## config.mk

```make
export PLATFORM = sky130hd
export DESIGN_NAME = shell_line_tokenizer
export DESIGN_NICKNAME = d
export VERILOG_FILES = /design/src/sv/slt_pkg.sv /design/src/sv/slt_parse.sv /design/src/sv/slt_outq.sv /design/src/sv/shell_line_tokenizer.sv
export SDC_FILE = /design/constraint.sdc
export NUM_CORES = 1
export LEC_CHECK = 0
export ABC_AREA = 1
export CAP_MARGIN = 25
export CORE_MARGIN = 4
export CORE_UTILIZATION = 60
export DETAILED_ROUTE_END_ITERATION = 6
export DONT_BUFFER_PORTS = 1
export PLACE_DENSITY_LB_ADDON = 0.25
export SYNTH_ARGS = -nofsm -noshare
export SYNTH_HDL_FRONTEND = slang
export SYNTH_HIERARCHICAL = 1
export SYNTH_SLANG_ARGS = --single-unit
```

## constraint.sdc

```tcl
create_clock -name aclk -period 9.5 [get_ports aclk]
set_clock_uncertainty 0.15 [all_clocks]
set_input_delay 1.9 -clock aclk [delete_from_list [all_inputs] [get_ports aclk]]
set_output_delay 1.9 -clock aclk [all_outputs]
set_load 0.1 [all_outputs]
```

## src/sv/slt_pkg.sv

```systemverilog
// ----------------------------------------------------------------------------
// slt_pkg
// Shared types, codes and character constants for the line tokenizer.
// ----------------------------------------------------------------------------
package slt_pkg;

    localparam int MAX_RESULTS = 3;

    // result kinds
    localparam logic [1:0] KIND_CHAR   = 2'd0;
    localparam logic [1:0] KIND_END    = 2'd1;
    localparam logic [1:0] KIND_STATUS = 2'd2;

    // line status codes
    localparam logic [1:0] ST_OK     = 2'd0;
    localparam logic [1:0] ST_SYNTAX = 2'd1;
    localparam logic [1:0] ST_LIMIT  = 2'd2;

    // open quote kinds
    localparam logic [1:0] Q_NONE   = 2'd0;
    localparam logic [1:0] Q_SINGLE = 2'd1;
    localparam logic [1:0] Q_DOUBLE = 2'd2;

    // configuration register indexes
    localparam logic CFG_MAX_TOKENS  = 1'b0;
    localparam logic CFG_BUFFER_SIZE = 1'b1;

    localparam logic [7:0] CH_BACKSLASH = 8'h5C;
    localparam logic [7:0] CH_SQUOTE    = 8'h27;
    localparam logic [7:0] CH_DQUOTE    = 8'h22;
    localparam logic [7:0] CH_SPACE     = 8'h20;
    localparam logic [7:0] CH_TAB       = 8'h09;
    localparam logic [7:0] CH_CR        = 8'h0D;
    localparam logic [7:0] CH_LF        = 8'h0A;
    localparam logic [7:0] CH_FF        = 8'h0C;
    localparam logic [7:0] CH_VT        = 8'h0B;

    typedef struct packed {
        logic [1:0] kind;
        logic [7:0] char_out;
        logic [5:0] token_index;
        logic [1:0] status;
        logic       last_out;
    } res_t;

    typedef struct packed {
        res_t [MAX_RESULTS-1:0] res;
        logic [1:0]             count;
    } burst_t;

    function automatic logic is_blank(input logic [7:0] c);
        return (c == CH_SPACE) || (c == CH_TAB) || (c == CH_CR) ||
               (c == CH_LF) || (c == CH_FF) || (c == CH_VT);
    endfunction

    function automatic res_t mk_res(input logic [1:0] kind, input logic [7:0] ch,
                                    input logic [5:0] idx, input logic [1:0] st,
                                    input logic lst);
        res_t r;
        r.kind        = kind;
        r.char_out    = ch;
        r.token_index = idx;
        r.status      = st;
        r.last_out    = lst;
        return r;
    endfunction

endpackage

```

## src/sv/slt_parse.sv

```systemverilog
// ----------------------------------------------------------------------------
// slt_parse
// Line state registers and the per-byte tokenizing step; yields up to three
// results for each accepted request.
// ----------------------------------------------------------------------------
module slt_parse #(
    parameter int TCW = 7,
    parameter int LCW = 13
) (
    input  logic            aclk,
    input  logic            aresetn,
    input  logic            accept,
    input  logic [7:0]      byte_req,
    input  logic            has_byte,
    input  logic            last,
    input  logic [TCW-1:0]  tok_lim,
    input  logic [LCW-1:0]  buf_lim,
    output slt_pkg::burst_t burst
);
    import slt_pkg::*;

    logic           in_token_reg, in_token_next;
    logic           esc_reg, esc_next;
    logic [1:0]     quote_reg, quote_next;
    logic [TCW-1:0] tok_cnt_reg, tok_cnt_next;
    logic [LCW-1:0] line_cnt_reg, line_cnt_next;
    logic [1:0]     err_reg, err_next;

    always_comb begin
        logic [1:0]     k;
        logic [LCW-1:0] lc_inc;
        logic [7:0]     closer;
        logic [5:0]     idx_now;
        k             = 2'd0;
        in_token_next = in_token_reg;
        esc_next      = esc_reg;
        quote_next    = quote_reg;
        tok_cnt_next  = tok_cnt_reg;
        line_cnt_next = line_cnt_reg;
        err_next      = err_reg;
        burst         = '0;
        idx_now       = 6'(32'(tok_cnt_reg));
        closer        = (quote_reg == Q_SINGLE) ? CH_SQUOTE : CH_DQUOTE;
        lc_inc        = (line_cnt_reg < buf_lim) ? line_cnt_reg + LCW'(1) : line_cnt_reg;

        if (has_byte && (err_reg == ST_OK)) begin
            line_cnt_next = lc_inc;
            if (lc_inc >= buf_lim) begin
                err_next = ST_LIMIT;
            end else if (esc_reg) begin
                in_token_next = 1'b1;
                esc_next      = 1'b0;
                burst.res[k]  = mk_res(KIND_CHAR, byte_req, idx_now, ST_OK, 1'b0);
                k             = k + 2'd1;
            end else if (byte_req == CH_BACKSLASH) begin
                in_token_next = 1'b1;
                esc_next      = 1'b1;
            end else if (quote_reg != Q_NONE) begin
                if (byte_req == closer) begin
                    quote_next = Q_NONE;
                end else begin
                    burst.res[k] = mk_res(KIND_CHAR, byte_req, idx_now, ST_OK, 1'b0);
                    k            = k + 2'd1;
                end
            end else if ((byte_req == CH_SQUOTE) || (byte_req == CH_DQUOTE)) begin
                in_token_next = 1'b1;
                quote_next    = (byte_req == CH_SQUOTE) ? Q_SINGLE : Q_DOUBLE;
            end else if (is_blank(byte_req)) begin
                if (in_token_reg) begin
                    in_token_next = 1'b0;
                    if (tok_cnt_reg >= tok_lim) begin
                        err_next = ST_LIMIT;
                    end else begin
                        burst.res[k] = mk_res(KIND_END, 8'd0, idx_now, ST_OK, 1'b0);
                        k            = k + 2'd1;
                        tok_cnt_next = tok_cnt_reg + TCW'(1);
                    end
                end
            end else begin
                in_token_next = 1'b1;
                burst.res[k]  = mk_res(KIND_CHAR, byte_req, idx_now, ST_OK, 1'b0);
                k             = k + 2'd1;
            end
        end

        if (last) begin
            if (err_next == ST_OK) begin
                if (esc_next || (quote_next != Q_NONE)) begin
                    err_next = ST_SYNTAX;
                end else if (in_token_next) begin
                    // close the open token at line end
                    if (tok_cnt_next >= tok_lim) begin
                        err_next = ST_LIMIT;
                    end else begin
                        burst.res[k] = mk_res(KIND_END, 8'd0, 6'(32'(tok_cnt_next)),
                                              ST_OK, 1'b0);
                        k            = k + 2'd1;
                    end
                end
            end
            burst.res[k]  = mk_res(KIND_STATUS, 8'd0, 6'd0, err_next, 1'b1);
            k             = k + 2'd1;
            // back to a clean line
            in_token_next = 1'b0;
            esc_next      = 1'b0;
            quote_next    = Q_NONE;
            tok_cnt_next  = '0;
            line_cnt_next = '0;
            err_next      = ST_OK;
        end
        burst.count = k;
    end

    always_ff @(posedge aclk) begin
        if (!aresetn) begin
            in_token_reg <= 1'b0;
            esc_reg      <= 1'b0;
            quote_reg    <= Q_NONE;
            tok_cnt_reg  <= '0;
            line_cnt_reg <= '0;
            err_reg      <= ST_OK;
        end else if (accept) begin
            in_token_reg <= in_token_next;
            esc_reg      <= esc_next;
            quote_reg    <= quote_next;
            tok_cnt_reg  <= tok_cnt_next;
            line_cnt_reg <= line_cnt_next;
            err_reg      <= err_next;
        end
    end

endmodule

```

## src/sv/slt_outq.sv

```systemverilog
// ----------------------------------------------------------------------------
// slt_outq
// Four-entry result queue: takes up to three results per request and drains
// one per cycle to the output stream while m_tready is high.
// ----------------------------------------------------------------------------
module slt_outq (
    input  logic            aclk,
    input  logic            aresetn,
    input  logic            load,
    input  slt_pkg::burst_t burst,
    output logic            room,
    output logic            m_tvalid,
    input  logic            m_tready,
    output logic [15:0]     m_tdata,   // char_out[7:0], token_index[13:8], status[15:14]
    output logic [1:0]      m_tuser,   // kind[1:0]
    output logic            m_tlast
);
    import slt_pkg::*;

    localparam int DEPTH = 4;

    res_t       mem_reg [DEPTH];
    logic [1:0] wr_ptr_reg, wr_ptr_next;
    logic [1:0] rd_ptr_reg, rd_ptr_next;
    logic [2:0] cnt_reg, cnt_next;
    logic       pop;
    logic [2:0] push_cnt;
    res_t       head;

    assign head     = mem_reg[rd_ptr_reg];
    assign m_tvalid = (cnt_reg != 3'd0);
    assign m_tdata  = {head.status, head.token_index, head.char_out};
    assign m_tuser  = head.kind;
    assign m_tlast  = head.last_out;
    // worst case request needs three free slots
    assign room     = (cnt_reg <= 3'd1);
    assign pop      = m_tvalid && m_tready;
    assign push_cnt = load ? {1'b0, burst.count} : 3'd0;

    always_comb begin
        wr_ptr_next = wr_ptr_reg + push_cnt[1:0];
        rd_ptr_next = rd_ptr_reg + {1'b0, pop};
        cnt_next    = cnt_reg + push_cnt - {2'b00, pop};
    end

    always_ff @(posedge aclk) begin
        if (load) begin
            for (int i = 0; i < MAX_RESULTS; i++) begin
                if (2'(i) < burst.count) begin
                    mem_reg[wr_ptr_reg + 2'(i)] <= burst.res[i];
                end
            end
        end
    end

    always_ff @(posedge aclk) begin
        if (!aresetn) begin
            wr_ptr_reg <= '0;
            rd_ptr_reg <= '0;
            cnt_reg    <= '0;
        end else begin
            wr_ptr_reg <= wr_ptr_next;
            rd_ptr_reg <= rd_ptr_next;
            cnt_reg    <= cnt_next;
        end
    end

    a_cnt_bound: assert property (@(posedge aclk) disable iff (!aresetn)
        cnt_reg <= 3'(DEPTH))
        else $error("result queue overfilled");

    a_no_room: assert property (@(posedge aclk) disable iff (!aresetn)
        (cnt_reg > 3'd1) |-> !room)
        else $error("queue offers room without three free slots");

    a_status_last: assert property (@(posedge aclk) disable iff (!aresetn)
        (m_tvalid && (m_tuser == KIND_STATUS)) |-> m_tlast)
        else $error("status result not marked last");

    a_ptr_track: assert property (@(posedge aclk) disable iff (!aresetn)
        (wr_ptr_reg - rd_ptr_reg) == cnt_reg[1:0])
        else $error("queue pointers disagree with fill count");

endmodule

```

## src/sv/shell_line_tokenizer.sv

```systemverilog
// ----------------------------------------------------------------------------
// shell_line_tokenizer
// Splits a command line, one byte per request, into shell-style tokens with
// quotes and backslash escapes, and reports a status at the end of each line.
//
//   channel   dir  tdata                  tuser      tlast
//   s_        in   byte_req[7:0]          has_byte   last
//   m_        out  char_out, token_index, kind[1:0]  last_out
//                  status
//   cfg_      in   index 0 max_tokens, 1 buffer_size (cfg_data)
//
// A byte is taken when s_tvalid and s_tready are both high; its results, if any,
// are registered into the result queue behind those still queued. A request gives
// up to three results; the single output port drains one per cycle while m_tready is high.
// Input is taken while at most one result is queued.
// Reset clears line state and loads limits 16 tokens and 256 bytes.
// A stall on m_tready holds the result and stops input once two are queued.
// ----------------------------------------------------------------------------
module shell_line_tokenizer #(
    parameter int MAX_TOKEN_LIMIT  = 64,
    parameter int MAX_BUFFER_LIMIT = 4096
) (
    input  logic        aclk,
    input  logic        aresetn,
    input  logic        s_tvalid,
    output logic        s_tready,
    input  logic [7:0]  s_tdata,    // byte_req[7:0]
    input  logic        s_tuser,    // has_byte
    input  logic        s_tlast,
    output logic        m_tvalid,
    input  logic        m_tready,
    output logic [15:0] m_tdata,    // char_out[7:0], token_index[13:8], status[15:14]
    output logic [1:0]  m_tuser,    // kind[1:0]
    output logic        m_tlast,
    input  logic        cfg_valid,
    output logic        cfg_ready,
    input  logic        cfg_index,
    input  logic [12:0] cfg_data
);
    import slt_pkg::*;

    localparam int TCW     = $clog2(MAX_TOKEN_LIMIT + 1);
    localparam int LCW     = $clog2(MAX_BUFFER_LIMIT + 1);
    localparam int TOK_RST = (16 > MAX_TOKEN_LIMIT) ? MAX_TOKEN_LIMIT : 16;
    localparam int BUF_RST = (256 > MAX_BUFFER_LIMIT) ? MAX_BUFFER_LIMIT : 256;

    logic [TCW-1:0] tok_lim_reg, tok_lim_next;
    logic [LCW-1:0] buf_lim_reg, buf_lim_next;
    logic           accept;
    logic           room;
    burst_t         burst;

    assign cfg_ready = 1'b1;
    assign s_tready  = room;
    assign accept    = s_tvalid && s_tready;

    // clamp limits at write time
    always_comb begin
        tok_lim_next = tok_lim_reg;
        buf_lim_next = buf_lim_reg;
        if (cfg_valid) begin
            unique case (cfg_index)
                CFG_MAX_TOKENS: begin
                    if (32'(cfg_data[6:0]) > 32'(MAX_TOKEN_LIMIT)) begin
                        tok_lim_next = TCW'(MAX_TOKEN_LIMIT);
                    end else begin
                        tok_lim_next = TCW'(32'(cfg_data[6:0]));
                    end
                end
                CFG_BUFFER_SIZE: begin
                    if (32'(cfg_data) > 32'(MAX_BUFFER_LIMIT)) begin
                        buf_lim_next = LCW'(MAX_BUFFER_LIMIT);
                    end else begin
                        buf_lim_next = LCW'(32'(cfg_data));
                    end
                end
                default: begin
                    tok_lim_next = tok_lim_reg;
                end
            endcase
        end
    end

    always_ff @(posedge aclk) begin
        if (!aresetn) begin
            tok_lim_reg <= TCW'(TOK_RST);
            buf_lim_reg <= LCW'(BUF_RST);
        end else begin
            tok_lim_reg <= tok_lim_next;
            buf_lim_reg <= buf_lim_next;
        end
    end

    slt_parse #(
        .TCW(TCW),
        .LCW(LCW)
    ) u_parse (
        .aclk     (aclk),
        .aresetn  (aresetn),
        .accept   (accept),
        .byte_req (s_tdata),
        .has_byte (s_tuser),
        .last     (s_tlast),
        .tok_lim  (tok_lim_reg),
        .buf_lim  (buf_lim_reg),
        .burst    (burst)
    );

    slt_outq u_outq (
        .aclk     (aclk),
        .aresetn  (aresetn),
        .load     (accept),
        .burst    (burst),
        .room     (room),
        .m_tvalid (m_tvalid),
        .m_tready (m_tready),
        .m_tdata  (m_tdata),
        .m_tuser  (m_tuser),
        .m_tlast  (m_tlast)
    );

endmodule

```

# [Word level (Yosys, flattened, before mapping)]
# Memory sizes are Yosys's and may differ from the RTL's. A register that Yosys moved wholly into a read port is not among the register bits.
# Index checks and enable logic that the tools add are counted.
[totals] ff_bits=53 latch_bits=0 mem_bits_rw=76 rom_bits=0 out_inout_bits=22 mem_count=1
[op_classes] add_sub_neg=10 mul=0 div=0 n_lt_le_gt_ge=14 n_eq_ne=11 shift=0 n_mux=102 bitwise=1 n_reduce_logical=21
[mem_list] name="u_outq.mem_reg" words=4 word_bits=19 rd=1 rd_clocked_by_memory_dff=1 write_ports=3 line_no="slt_outq.sv:22" rtl="res_t mem_reg [DEPTH];"
[ops] cell="$mux W57" n=6
[ops] cell="$mux W19" n=10
[ops] cell="$bwmux W57" n=2
[ops] cell="$mux W2" n=40
[ops] cell="$mux W7" n=11
[ops] cell="$demux W19 S2" n=2
[ops] cell="$mux W13" n=4
[ops] cell="$eq A8 B4 Y1 const B" n=5
[ops] cell="$eq A8 B6 Y1 const B" n=3
[ops] cell="$mux W1" n=24
[ops] cell="$mux W18" n=1
[ops] cell="$mux W17" n=1
[ops] cell="$ge A7 B7 Y1" n=2
[ops] cell="$add A13 B1 Y13 const B" n=1
[ops] cell="$ge A13 B13 Y1" n=1
[ops] cell="$gt A13 B13 Y1 const B" n=1
[ops] cell="$lt A13 B13 Y1" n=1
[ops] cell="$eq A8 B7 Y1 const B" n=1
[ops] cell="$eq A8 B8 Y1" n=1
[ops] cell="$add A7 B1 Y7 const B" n=1
[ops] cell="$gt A7 B7 Y1 const B" n=1
[ops] cell="$logic_or A1 B1 Y1" n=7
[ops] cell="$add A2 B1 Y2 const B" n=3
[ops] cell="$lt A2 B3 Y1 const B" n=2
[ops] cell="17 further kinds" n=28

# [Depth between registers and ports, before layout]
[depth] ltp_word=25 depth_mapped=45 mapped_depth_nobuf=43

# [Hierarchy]
# Netlist, hierarchy kept.
[by_module_without_submodules] mod="slt_outq" instances=1 cells_per_inst=660 area_per_inst_um2=5079.9 seq_area_each_um2=2422.3
[by_module_without_submodules] mod="slt_parse" instances=1 cells_per_inst=606 area_per_inst_um2=3808.7 seq_area_each_um2=520.5
[by_module_without_submodules] mod="shell_line_tokenizer" instances=1 cells_per_inst=108 area_per_inst_um2=814.5 seq_area_each_um2=400.4

# [Least setup slack after synthesis]
# Ideal clock, no wire load.
[synth_path] path_kind="input to register" from="in s_tdata[7]" to="mem u_outq/mem_reg[2][0] in the netlist's numbering, enable pin" arrival_time_ns=5.614 t_required_ns=8.906 slack_ns=3.292 cell_stages=25 n_path_buf=1 path_cell_list="inv_1 -> nand3_1 -> inv_1 -> nand3_1 -> nor2_2 -> nand3_1 -> nor2_2 -> nand2_1 -> xor2_1 -> inv_1 -> ha_1 -> a21oi_1 -> o21a_1 -> nand2_1 -> nor2_1 -> ha_1 -> nand3_1 -> nand2_1 -> ha_1 -> nor2_1 -> nand2_2 -> inv_2 -> nand2_1 -> clkbuf_1 -> nand3_1"
[synth_lines] element="start, declared" line_no="shell_line_tokenizer.sv:27" rtl="input logic [7:0] s_tdata,"
[synth_lines] element="end, declared" line_no="slt_outq.sv:22"

==> flow_metrics.tcl <==
set metrics [dict create \
    ys_seq_elements 129 \
    design_power_total_mw 2.37 \
    final_common_cell "sky130_fd_sc_hd__nand2_1" \
    fin_crit_ps 7840 \
    number_of_h_tree_levels 4 \
    outcome "complete, but fails checks" \
    relSlewSlack_pct 25.2 \
    routed-via-count 8959 \
    power_per_cell_area_nw_per_um2 223 \
    gp_routability_congestion 0.993 \
    design.portCount 51 \
    synth_cells 1374 \
    critical_path.slowest_cell "sky130_fd_sc_hd__nand3_1" \
    drc_errors 1 \
    area_delta_synth_final_pct 9.21 \
    cts_hold_buf 0 \
    arrival_time_worst_endpoint_ps 7730 \
    clk_root_buffer_cell "sky130_fd_sc_hd__clkbuf_16" \
    final.fill_count 1387 \
    row_count 46 \
    initialDrtViolationCount 1303 \
    wire_length_of_the_first_global_routing_pass_mm 41.9 \
    mostFrequentLayoutCells "sky130_fd_sc_hd__nand2_1 (292), sky130_fd_sc_hd__nand3_1 (185), sky130_fd_sc_hd__inv_1 (166)" \
    final_net_count 1432 \
    wl_per_cell_um 16.2 \
    max_clock_freq_mhz 128 \
    synth.yosys.seq_area_share_pct 34.5 \
    antenna_violations_before_repair 0 \
    design.die.area_um2 18300 \
    timing.critical_path.required_ps 9390 \
    power_leakage_nw 4.61 \
    rsz_0062_raised_after_global_routing "false" \
    irDropWorstVdd_v 0.000156 \
    layout_worst_path_cycle_share_pct 82.5 \
    yosys_most_used_dff "sky130_fd_sc_hd__edfxtp_1" \
    cpPeakStageDelay_ps 890 \
    clk_latency_ps 430 \
    initial_util_pct 61.1 \
    drt-pass1-iter-count 7 \
    endpoint_kind "flip-flop" \
    setup-violations-final 0 \
    cts_max_path_buffers 2 \
    synth_edf_count 76 \
    synth-warning-count 6 \
    final_cell_count_without_fillers 1582 \
    gr-total-overflow 0 \
    asyncSetResetFlopFracSynth_pct 0 \
    globalRouteTotalUtil_pct 28.4 \
    max_cap_viol_count 0 \
    setup_ws_ps 1660 \
    final_max_slew_viol_count 0 \
    drt-total-wl_mm 25.6 \
    cts_repair_resize_count 0 \
    tritoncts.num_buffers 17 \
    critical_path.startpoint_type "flip-flop" \
    insertedDiodeCount 0 \
    cts.repair_timing.setup_buffer_count 0 \
    die_w_um 135 \
    final_hold_viols 0 \
    place.detailed.instances 1545 \
    tightest_slew_ps 1120 \
    netlist-cell-type-count 47 \
    placeableCoreArea_um2 15900 \
    clock_tree_from_tritoncts "done" \
    synthesis.area_um2 9700 \
    clock_sinks 129 \
    die_y_um 135 \
    pre_cts_ws_ps 1800 \
    worst-path-max-fanout 30 \
    first_global_vias 8432 \
    syn_avg_cell_area_um2 7.06 \
    post_route_cells_drive_above_1_share_pct 10.5 \
    cts.reportedPaths.clkPinSlew_ps 60 \
    failing_checks "DRC" \
    numPortBuffers 0 \
    finalSetupTns_ps 0 \
    crit_top_cell "sky130_fd_sc_hd__nand2_1" \
    worst_hold_slack_ps 332 \
    grt_start_max_net_pins 40 \
    path_class "reg2reg" \
    vias_per_cell 5.66 \
    detail-route-antenna-nets 0 \
    hold_path_class "reg2reg" \
    dp_hpwl_mm 18.5 \
    largest_register_ffs 76 \
]
critical path, delay by kind of cell (launching register included):
kind                       cells  cell delay [ps]
buffers and inverters          6              890
AOI/OAI and AO/OA              6             1000
xor gates and xnor gates       2              270
adders and majority gates      5             1540
and+or+nand+nor               16             3290
DFF                            1              330
per-stage QoR:
| stage | cell area [µm²] | util (%) |
|---|---|---|
| after floorplan | 9790 | - |
| after global placement | 9770 | 61.5 |
| after detailed placement | 9960 | 62.7 |
| after CTS | 10500 | 66.2 |
| after global routing | 10600 | 66.7 |
| final | 10600 | 66.7 |
Yosys cell counts, types with 11 or more instances:
cell type	n	area [µm²]
sky130_fd_sc_hd__nand2_1	292	1100
sky130_fd_sc_hd__nand3_1	185	926
sky130_fd_sc_hd__inv_1	166	623
sky130_fd_sc_hd__nor2_1	112	420
sky130_fd_sc_hd__o21ai_0	85	425
sky130_fd_sc_hd__edfxtp_1	76	2280
sky130_fd_sc_hd__a21oi_1	65	325
sky130_fd_sc_hd__o21ai_1	55	275
sky130_fd_sc_hd__dfxtp_1	53	1060
sky130_fd_sc_hd__ha_1	49	613
sky130_fd_sc_hd__clkbuf_1	40	150
sky130_fd_sc_hd__buf_4	29	218
sky130_fd_sc_hd__o22ai_1	20	125
sky130_fd_sc_hd__nand2_2	17	106
sky130_fd_sc_hd__nand4_1	12	75.1
sky130_fd_sc_hd__nor3_1	12	60.1
sky130_fd_sc_hd__xor2_1	12	105
sky130_fd_sc_hd__buf_2	11	55.1
worst paths after layout:
path / from / end / slack [ps] / cells after the start
worst max-delay path: buf_lim_reg[8]$_SDFFE_PN1P_ / u_outq/mem_reg[0][13]$_DFFE_PP_ / 1660 / 35
worst max register to register: buf_lim_reg[8]$_SDFFE_PN1P_ / u_outq/mem_reg[0][13]$_DFFE_PP_ / 1660 / 35
worst min-delay path: buf_lim_reg[8]$_SDFFE_PN1P_ / buf_lim_reg[8]$_SDFFE_PN1P_ / 330 / 2
worst min register to register: buf_lim_reg[8]$_SDFFE_PN1P_ / buf_lim_reg[8]$_SDFFE_PN1P_ / 330 / 2
final cells by class:
type	instances	area, µm²	area share [%]
clock buffers	17	425	4.01
clock inverters	15	134	1.26
inverters	177	667	6.29
multi-input cells	1002	5400	51.0
flip-flops and latches	129	3340	31.6
well taps	216	270	2.55
repair buffers	26	358	3.38
report_power, final:
group          leakage, nW  switching (mW)  total (mW)  internal [mW]
Combinational         3.21           0.780        1.04          0.257
Clock                0.264           0.259       0.620          0.362
Sequential            1.14          0.0314       0.710          0.678
Total                 4.61            1.07        2.37           1.30
cell families (layout without fill, tap and decap cells):
| logic type | after synthesis | in the layout | share of synthesized area [%] |
|---|---|---|---|
| compound gates | 242 | 242 | 13.3 |
| other cells | 2 | 24 | 0.0774 |
| fa+ha+maj | 50 | 50 | 6.52 |
| simple gates | 671 | 671 | 32.3 |
| xor+xnor | 15 | 15 | 1.35 |
| buf+inv | 265 | 235 | 12.0 |
| flops | 129 | 129 | 34.5 |
layer usage:
metal	routed length, µm	up-vias	GRT usage [%]	share of wire, %
met2	12400	413	48.4	48
li1	-	4474	-	-
met4	533	0	8.51	2.1
met5	0	-	0	0
met1	10900	4022	36.5	42
met3	1860	50	5.68	7.3
(Power assumes the default switching activity.)
